===== src/hw/rtl/wfbs_pkg.sv =====
// ----------------------------------------------------------------------------
// Wire-format byte scanner package
// Shared codes, reset values and the per-byte result type.
// ----------------------------------------------------------------------------
package wfbs_pkg;

  // Parser phase codes
  localparam logic [2:0] PhTag     = 3'd0;
  localparam logic [2:0] PhVarint  = 3'd1;
  localparam logic [2:0] PhLen     = 3'd2;
  localparam logic [2:0] PhPayload = 3'd3;
  localparam logic [2:0] PhI32     = 3'd4;

  // Byte role codes
  localparam logic [2:0] RolePad     = 3'd0;
  localparam logic [2:0] RoleTag     = 3'd1;
  localparam logic [2:0] RoleVarint  = 3'd2;
  localparam logic [2:0] RoleLen     = 3'd3;
  localparam logic [2:0] RolePayload = 3'd4;
  localparam logic [2:0] RoleI32     = 3'd5;
  localparam logic [2:0] RoleIgnored = 3'd6;

  // Wire kind codes as reported
  localparam logic [1:0] KindVarint  = 2'd0;
  localparam logic [1:0] KindLenDel  = 2'd1;
  localparam logic [1:0] KindI32     = 2'd2;
  localparam logic [1:0] KindUnknown = 2'd3;

  // Low three tag bits
  localparam logic [2:0] TagVarint = 3'b000;
  localparam logic [2:0] TagLenDel = 3'b010;
  localparam logic [2:0] TagI32    = 3'b101;

  localparam logic [31:0] StopOffsetReset = 32'h00FF_FFFF;
  localparam logic [7:0]  PrintLow        = 8'd32;
  localparam logic [7:0]  PrintHigh       = 8'd126;
  localparam logic [7:0]  DotChar         = 8'h2E;

  localparam int unsigned TdataInWidth  = 8;
  localparam int unsigned TdataOutWidth = 120;
  localparam int unsigned TuserOutWidth = 5;

  typedef struct packed {
    logic [31:0] byte_offset;
    logic [2:0]  byte_role;
    logic [1:0]  wire_kind;
    logic [4:0]  field_number;
    logic [7:0]  index_in_field;
    logic [7:0]  display_char;
    logic [31:0] value_word;
    logic        field_done;
    logic        truncated;
    logic [31:0] unknown_total;
    logic        stopped;
  } result_t;

endpackage


===== src/hw/rtl/wire_format_byte_scanner.sv =====
// ----------------------------------------------------------------------------
// Wire-format byte scanner
// Labels every byte of a simplified protobuf-like stream with its role.
// ----------------------------------------------------------------------------
// The scanner takes one byte per clock cycle unless the sink stalls it and
// returns exactly one result item per byte, in order. A byte is captured in
// the input register, labeled by single-pass logic against the parser state
// and stored in the result register, so a result is presented once its byte
// has passed both registers. Both registers advance together whenever the
// result register is empty or being drained, which keeps the rate at one item
// per cycle under a ready sink. The user must write the stop offset through
// cfg_we_i only while no byte is in flight; the block does not enforce this.
module wire_format_byte_scanner (
  input  logic         clk_i,
  input  logic         rst_ni,
  input  logic         cfg_we_i,
  input  logic [31:0]  cfg_wdata_i,
  input  logic         s_axis_tvalid,
  output logic         s_axis_tready,
  // tdata: data_byte[7:0]
  input  logic [wfbs_pkg::TdataInWidth-1:0]  s_axis_tdata,
  // tlast: final_byte
  input  logic         s_axis_tlast,
  output logic         m_axis_tvalid,
  input  logic         m_axis_tready,
  // tdata: byte_offset[31:0], field_number[36:32], index_in_field[44:37],
  // display_char[52:45], value_word[84:53], truncated[85],
  // unknown_total[117:86], stopped[118], zero fill[119]
  output logic [wfbs_pkg::TdataOutWidth-1:0] m_axis_tdata,
  // tuser: byte_role[2:0], wire_kind[4:3]
  output logic [wfbs_pkg::TuserOutWidth-1:0] m_axis_tuser,
  // tlast: field_done
  output logic         m_axis_tlast
);
  import wfbs_pkg::*;

  logic       in_valid_q;
  logic [7:0] in_byte_q;
  logic       in_last_q;
  logic       out_valid_q;
  result_t    out_q;
  result_t    res;
  logic       advance;

  assign advance       = in_valid_q && (!out_valid_q || m_axis_tready);
  assign s_axis_tready = !in_valid_q || advance;

  wfbs_core u_core (
    .clk_i        (clk_i),
    .rst_ni       (rst_ni),
    .cfg_we_i     (cfg_we_i),
    .cfg_wdata_i  (cfg_wdata_i),
    .step_i       (advance),
    .data_byte_i  (in_byte_q),
    .final_byte_i (in_last_q),
    .res_o        (res)
  );

  always_ff @(posedge clk_i or negedge rst_ni) begin
    if (!rst_ni) begin
      in_valid_q  <= 1'b0;
      out_valid_q <= 1'b0;
    end else begin
      if (s_axis_tready) begin
        in_valid_q <= s_axis_tvalid;
      end
      if (advance) begin
        out_valid_q <= 1'b1;
      end else if (m_axis_tready) begin
        out_valid_q <= 1'b0;
      end
    end
  end

  always_ff @(posedge clk_i) begin
    if (s_axis_tready && s_axis_tvalid) begin
      in_byte_q <= s_axis_tdata;
      in_last_q <= s_axis_tlast;
    end
    if (advance) begin
      out_q <= res;
    end
  end

  assign m_axis_tvalid = out_valid_q;
  assign m_axis_tlast  = out_q.field_done;
  assign m_axis_tuser  = {out_q.wire_kind, out_q.byte_role};
  assign m_axis_tdata  = {1'b0, out_q.stopped, out_q.unknown_total, out_q.truncated,
                          out_q.value_word, out_q.display_char, out_q.index_in_field,
                          out_q.field_number, out_q.byte_offset};

endmodule


===== src/hw/rtl/wfbs_core.sv =====
// ----------------------------------------------------------------------------
// Wire-format byte scanner core
// Parser state registers and the single-pass labeling logic for one byte.
// ----------------------------------------------------------------------------
module wfbs_core (
  input  logic              clk_i,
  input  logic              rst_ni,
  input  logic              cfg_we_i,
  input  logic [31:0]       cfg_wdata_i,
  input  logic              step_i,
  input  logic [7:0]        data_byte_i,
  input  logic              final_byte_i,
  output wfbs_pkg::result_t res_o
);
  import wfbs_pkg::*;

  typedef struct packed {
    logic [2:0]  phase;
    logic [31:0] offset;
    logic [7:0]  bytes_left;
    logic [7:0]  position;
    logic [4:0]  held_field;
    logic [1:0]  held_kind;
    logic [23:0] word;
    logic [31:0] unknown_count;
    logic        halted;
  } state_t;

  state_t      st_q, st_d;
  logic [31:0] stop_q;
  result_t     res;
  logic        done;

  always_comb begin
    st_d = st_q;
    done = 1'b0;
    res.byte_offset    = st_q.offset;
    res.byte_role      = RoleIgnored;
    res.wire_kind      = st_q.held_kind;
    res.field_number   = st_q.held_field;
    res.index_in_field = '0;
    res.display_char   = '0;
    res.value_word     = {24'd0, data_byte_i};
    res.truncated      = 1'b0;

    st_d.offset = st_q.offset + 32'd1;

    if (!st_q.halted) begin
      case (st_q.phase)
        PhVarint: begin
          res.byte_role = RoleVarint;
          done          = 1'b1;
        end
        PhLen: begin
          res.byte_role   = RoleLen;
          st_d.bytes_left = data_byte_i;
          st_d.position   = '0;
          if (data_byte_i == 8'd0) begin
            done = 1'b1;
          end else begin
            st_d.phase = PhPayload;
          end
        end
        PhPayload: begin
          res.byte_role      = RolePayload;
          res.index_in_field = st_q.position;
          res.display_char   = (data_byte_i inside {[PrintLow:PrintHigh]}) ?
                               data_byte_i : DotChar;
          st_d.position      = st_q.position + 8'd1;
          st_d.bytes_left    = st_q.bytes_left - 8'd1;
          // The count reaches zero on this byte when it stood at one.
          if (st_q.bytes_left == 8'd1) begin
            done = 1'b1;
          end
        end
        PhI32: begin
          res.byte_role      = RoleI32;
          res.index_in_field = {6'd0, st_q.position[1:0]};
          if (st_q.position[1:0] == 2'd3) begin
            res.value_word = {data_byte_i, st_q.word};
            done           = 1'b1;
          end else begin
            case (st_q.position[1:0])
              2'd0:    st_d.word[7:0]   = data_byte_i;
              2'd1:    st_d.word[15:8]  = data_byte_i;
              default: st_d.word[23:16] = data_byte_i;
            endcase
            st_d.position = {6'd0, st_q.position[1:0] + 2'd1};
          end
        end
        default: begin
          if (data_byte_i == 8'd0) begin
            res.byte_role    = RolePad;
            res.wire_kind    = KindVarint;
            res.field_number = '0;
          end else begin
            res.byte_role   = RoleTag;
            st_d.held_field = data_byte_i[7:3];
            st_d.position   = '0;
            st_d.word       = '0;
            st_d.bytes_left = '0;
            case (data_byte_i[2:0])
              TagVarint: begin
                st_d.held_kind = KindVarint;
                st_d.phase     = PhVarint;
              end
              TagLenDel: begin
                st_d.held_kind = KindLenDel;
                st_d.phase     = PhLen;
              end
              TagI32: begin
                st_d.held_kind = KindI32;
                st_d.phase     = PhI32;
              end
              default: begin
                st_d.held_kind     = KindUnknown;
                st_d.unknown_count = st_q.unknown_count + 32'd1;
                done               = 1'b1;
              end
            endcase
            res.field_number = st_d.held_field;
            res.wire_kind    = st_d.held_kind;
          end
        end
      endcase

      if (done) begin
        st_d.phase      = PhTag;
        st_d.position   = '0;
        st_d.bytes_left = '0;
        st_d.word       = '0;
        if (st_d.offset >= stop_q) begin
          st_d.halted = 1'b1;
        end
      end

      if (final_byte_i) begin
        res.truncated   = (st_d.phase != PhTag);
        st_d.phase      = PhTag;
        st_d.position   = '0;
        st_d.bytes_left = '0;
        st_d.word       = '0;
      end
    end

    res.field_done    = done;
    res.unknown_total = st_d.unknown_count;
    res.stopped       = st_d.halted;
  end

  assign res_o = res;

  always_ff @(posedge clk_i or negedge rst_ni) begin
    if (!rst_ni) begin
      st_q   <= '0;
      stop_q <= StopOffsetReset;
    end else begin
      if (step_i) begin
        st_q <= st_d;
      end
      if (cfg_we_i) begin
        stop_q <= cfg_wdata_i;
      end
    end
  end

endmodule


===== config.mk =====
export PLATFORM = sky130hd
export DESIGN_NAME = wire_format_byte_scanner
export DESIGN_NICKNAME = d
export VERILOG_FILES = /design/src/hw/rtl/wfbs_pkg.sv /design/src/hw/rtl/wire_format_byte_scanner.sv /design/src/hw/rtl/wfbs_core.sv
export SDC_FILE = /design/constraint.sdc
export NUM_CORES = 1
export LEC_CHECK = 0
export BUFFER_PORTS_ARGS = -buffer_cell sky130_fd_sc_hd__buf_4
export CELL_PAD_IN_SITES_DETAIL_PLACEMENT = 1
export CELL_PAD_IN_SITES_GLOBAL_PLACEMENT = 2
export CORE_UTILIZATION = 42
export DETAILED_ROUTE_END_ITERATION = 12
export PLACE_DENSITY = 0.87
export SLEW_MARGIN = 0
export SYNTH_ARGS = -nofsm -noshare
export SYNTH_HDL_FRONTEND = slang
export SYNTH_SLANG_ARGS = --single-unit

===== constraint.sdc =====
create_clock -name clk_i -period 14.4 [get_ports clk_i]
set_input_delay 3.6 -clock clk_i [delete_from_list [all_inputs] [get_ports clk_i]]
set_output_delay 3.6 -clock clk_i [all_outputs]
set_load 0.05 [all_outputs]

==> impl_metrics.json <==
{
  "cts_made_buffers": 31,
  "synth_top_family_by_area": "simple AND/OR/NAND/NOR gates",
  "setup_viol": 0,
  "grt_pass1_vias": 10300,
  "period_share": 0.540,
  "die_y_um": 181,
  "synthCells": 1165,
  "fmax_ghz": 0.129,
  "switching_power_mw": 0.552,
  "synth_xor_area_frac": 0.0816,
  "synth-async-reset-ratio": 0.527,
  "gr-max-usage-layer": "met2",
  "post_cts_buffers": 0,
  "place_ws_ps": 6630,
  "period_minus_slack_ps": 7770,
  "die_area_mm2": 0.0327,
  "nFillCells": 3313,
  "worstHoldStart": "u_core.st_q[60]$_DFFE_PN0P_",
  "ir_drop_mv": 0.0840,
  "drc": 0,
  "r2r_end": "u_core.st_q[0]$_DFFE_PN0P_",
  "synth_flop_cell": "edfxtp_1",
  "r2r_setup_slack_ps": 10660,
  "clock_skew_ps": 7.24,
  "pwr-share-seq": 0.460,
  "die_w_um": 181,
  "total_power_mw": 2.05,
  "status": "finished clean",
  "initial_core_util": 0.426,
  "grt_util_met3": 0.0306,
  "use_met2": 0.367,
  "syn_to_final_growth_pct": 20.6,
  "met1_usage": 0.301,
  "power_density_mw_per_mm2": 126,
  "core-area_mm2": 0.0315,
  "num_vias": 9674,
  "synth-simple-area-share": 0.154,
  "leakagePower_nw": 7.05,
  "cts_tree": "done",
  "wl_per_cell_um": 20.2,
  "final_cells": 1757,
  "start_kind": "input port",
  "grt_overflow_total": 0,
  "cts-root-buf": "clkbuf_16",
  "gp_congestion": 0.829,
  "netSwitchingFraction": 0.270,
  "synth.cell_area_mm2": 0.0134,
  "post-route-util": 0.514,
  "cp_max_fo": 3,
  "viasPerCell": 5.51,
  "cts_buffer_depth": 3,
  "critPathArrivalTime_ps": 4170,
  "h-tree-depth": 1,
  "worstPathRequired_ps": 10800,
  "ys_types": 79,
  "synth_edf_count": 134,
  "rsz0062_at_grt": "false",
  "dp_cells": 1699,
  "cts_resized": 0,
  "multi_input_area_mm2": 0.00521,
  "synth-seq-cells": 283,
  "crit_type": "input port to primary output",
  "io_buffers": 172,
  "max_slew_margin": 0.339,
  "fp-row-count": 65,
  "syn_avg_cell_area_um2": 11.5,
  "ant_nets": 0,
  "final_hold_viol_count": 0,
  "drt-pass1-iter-count": 8,
  "pin_count": 174,
  "synth-compound-area-share": 0.0883,
  "clockPowerShare": 0.411,
  "cts.sinks": 283,
  "antenna_found_initial": 0,
  "tightest_slew_ps": 992,
  "cts-hold-fix-buffers": 0,
  "seq_area_mm2": 0.00778,
  "clk_latency_ps": 560,
  "dp_hpwl_um": 24300,
  "crit_start": "m_axis_tready",
  "grt_pass1_wl_um": 57400,
  "ys_warn_count": 0,
  "fin_ws_ps": 6630,
  "drt_iter0_drc": 538,
  "synthMuxAreaShare": 0.0269,
  "min_path_type": "flip-flop to flip-flop",
  "drive_gt1_frac": 0.219,
  "grt_max_degree": 100,
  "internal-power_mw": 1.49,
  "wl_um": 35500,
  "crit_end": "s_axis_tready",
  "drv_cap": 0,
  "yosysSeqAreaShare": 0.580,
  "end_kind": "primary output",
  "rr_startpoint": "u_core.res_o[101]$_DFFE_PN0P_",
  "fin_nets": 1415,
  "report.final.slew_viol_count": 0,
  "diodes": 0,
  "synthAdderAreaFrac": 0.0364,
  "path_clk_slew_ps": 60,
  "r2r_cells": 11,
  "timing.setup.tns_ps": 0,
  "grt.total_usage": 0.219,
  "combPwrFrac": 0.129
}
Yosys cell counts (3+ instances only):
cell type  instances  area share
mux2_4            16       0.018
nand3_1           44       0.016
nor2_1            68       0.019
mux2i_1            3      0.0022
nor4_2             4      0.0037
dfstp_2           24       0.047
o21a_1            10      0.0056
a32o_1             8      0.0060
dfrtp_1          125        0.23
nand2b_1           6      0.0028
clkbuf_1          44       0.012
nand4_1           32       0.015
a32oi_1            3      0.0020
and3_1            10      0.0047
nand2_1          116       0.032
buf_2              3      0.0011
nor3_1            48       0.018
nor4_1            19      0.0089
o211ai_1           4      0.0022
and4_1             6      0.0039
mux2_2             8      0.0067
and2_1            31       0.014
a211o_1            4      0.0026
ha_1              39       0.036
o211a_1            3      0.0022
a21oi_1           19      0.0071
edfxtp_1         134        0.30
a22o_1             3      0.0020
or3_1              5      0.0023
xnor2_1           59       0.039
o22ai_1            3      0.0014
xor2_1            66       0.043
a211oi_1           5      0.0028
a311oi_1           3      0.0020
or4_1              4      0.0022
a31oi_1            6      0.0028
a21o_1             9      0.0050
o21ai_0           64       0.024
inv_1             58       0.016
per-stage QoR:
| stage | hold WS (ps) | instance area [um2] |
|---|---|---|
| floorplan | 423 | 13400 |
| global placement | 458 | 15100 |
| detailed placement | 482 | 15100 |
| CTS | 494 | 16200 |
| global route | 510 | 16200 |
| finish | 491 | 16200 |
per-layer routing:
layer	part of all wire	wire, um
met2	0.49	17300
met4	0.016	568
met3	0.043	1540
met5	0	0
met1	0.45	16100
layout make-up:
cell class | instances | area share
clock inverter | 15 | 0.0110
timing repair buffer | 182 | 0.0847
multi-input combinational | 772 | 0.322
inverter | 60 | 0.0142
tap | 402 | 0.0311
clock buffer | 43 | 0.0563
sequential | 283 | 0.481
sequential cells by signal, summed over array words and instances (netlist names):
| register | count |
|---|---|
| m_axis_tvalid | 1 |
| m_axis_tlast | 1 |
| u_core.st_q | 83 |
| in_valid_q | 1 |
| u_core.res_o | 32 |
| m_axis_tuser | 5 |
| in_last_q | 1 |
| m_axis_tdata | 119 |
| u_core.stop_q | 32 |
| in_byte_q | 8 |
cells in the final DEF (no fill, tap or decap), drive strengths merged, types with 31 or more instances in the layout:
cell	instances
xor2	66
nor3	49
buf	182
xnor2	59
dfrtp	125
nand2	116
and2	31
nand3	44
ha	39
nor2	68
o21ai	65
nand4	33
inv	60
edfxtp	134
clkbuf	43
worst min path at each step:
stage | end | slack (ps) | cells after the start
after floorplan | m_axis_tdata[8]$_DFFE_PP_ | 420 | 0
after global placement | u_core.st_q[61]$_DFFE_PN0P_ | 460 | 2
after detailed placement | u_core.st_q[60]$_DFFE_PN0P_ | 480 | 2
after CTS | u_core.st_q[60]$_DFFE_PN0P_ | 490 | 2
after global routing | m_axis_tdata[22]$_DFFE_PP_ | 510 | 0
final | u_core.st_q[60]$_DFFE_PN0P_ | 490 | 2
power groups by stage:
stage	sequential, mW	combinational, mW	clock [mW]
4_1_cts	0.942	0.267	0.857
6_report	0.941	0.263	0.841
3_5_place_dp	0.956	0.265	0
3_3_place_gp	0.954	0.256	0
5_1_grt	0.946	0.283	0.887
2_1_floorplan	1.04	0.0845	0
cells by family (layout without fill, tap and decap cells):
group / count (synthesis) / count (layout)
mux: 27 / 27
simple gates: 408 / 408
other cells: 1 / 2
flops: 283 / 283
xor+xnor: 125 / 125
buf+inv: 111 / 300
compound gates: 171 / 171
fa+ha+maj: 39 / 39
worst max-delay path, cell delays in order:
cell,delay [ps]
buf_4,110
nor2b_1,140
nand2_1,110
buf_4,200
No activity file was read; power rests on OpenSTA's default activity.
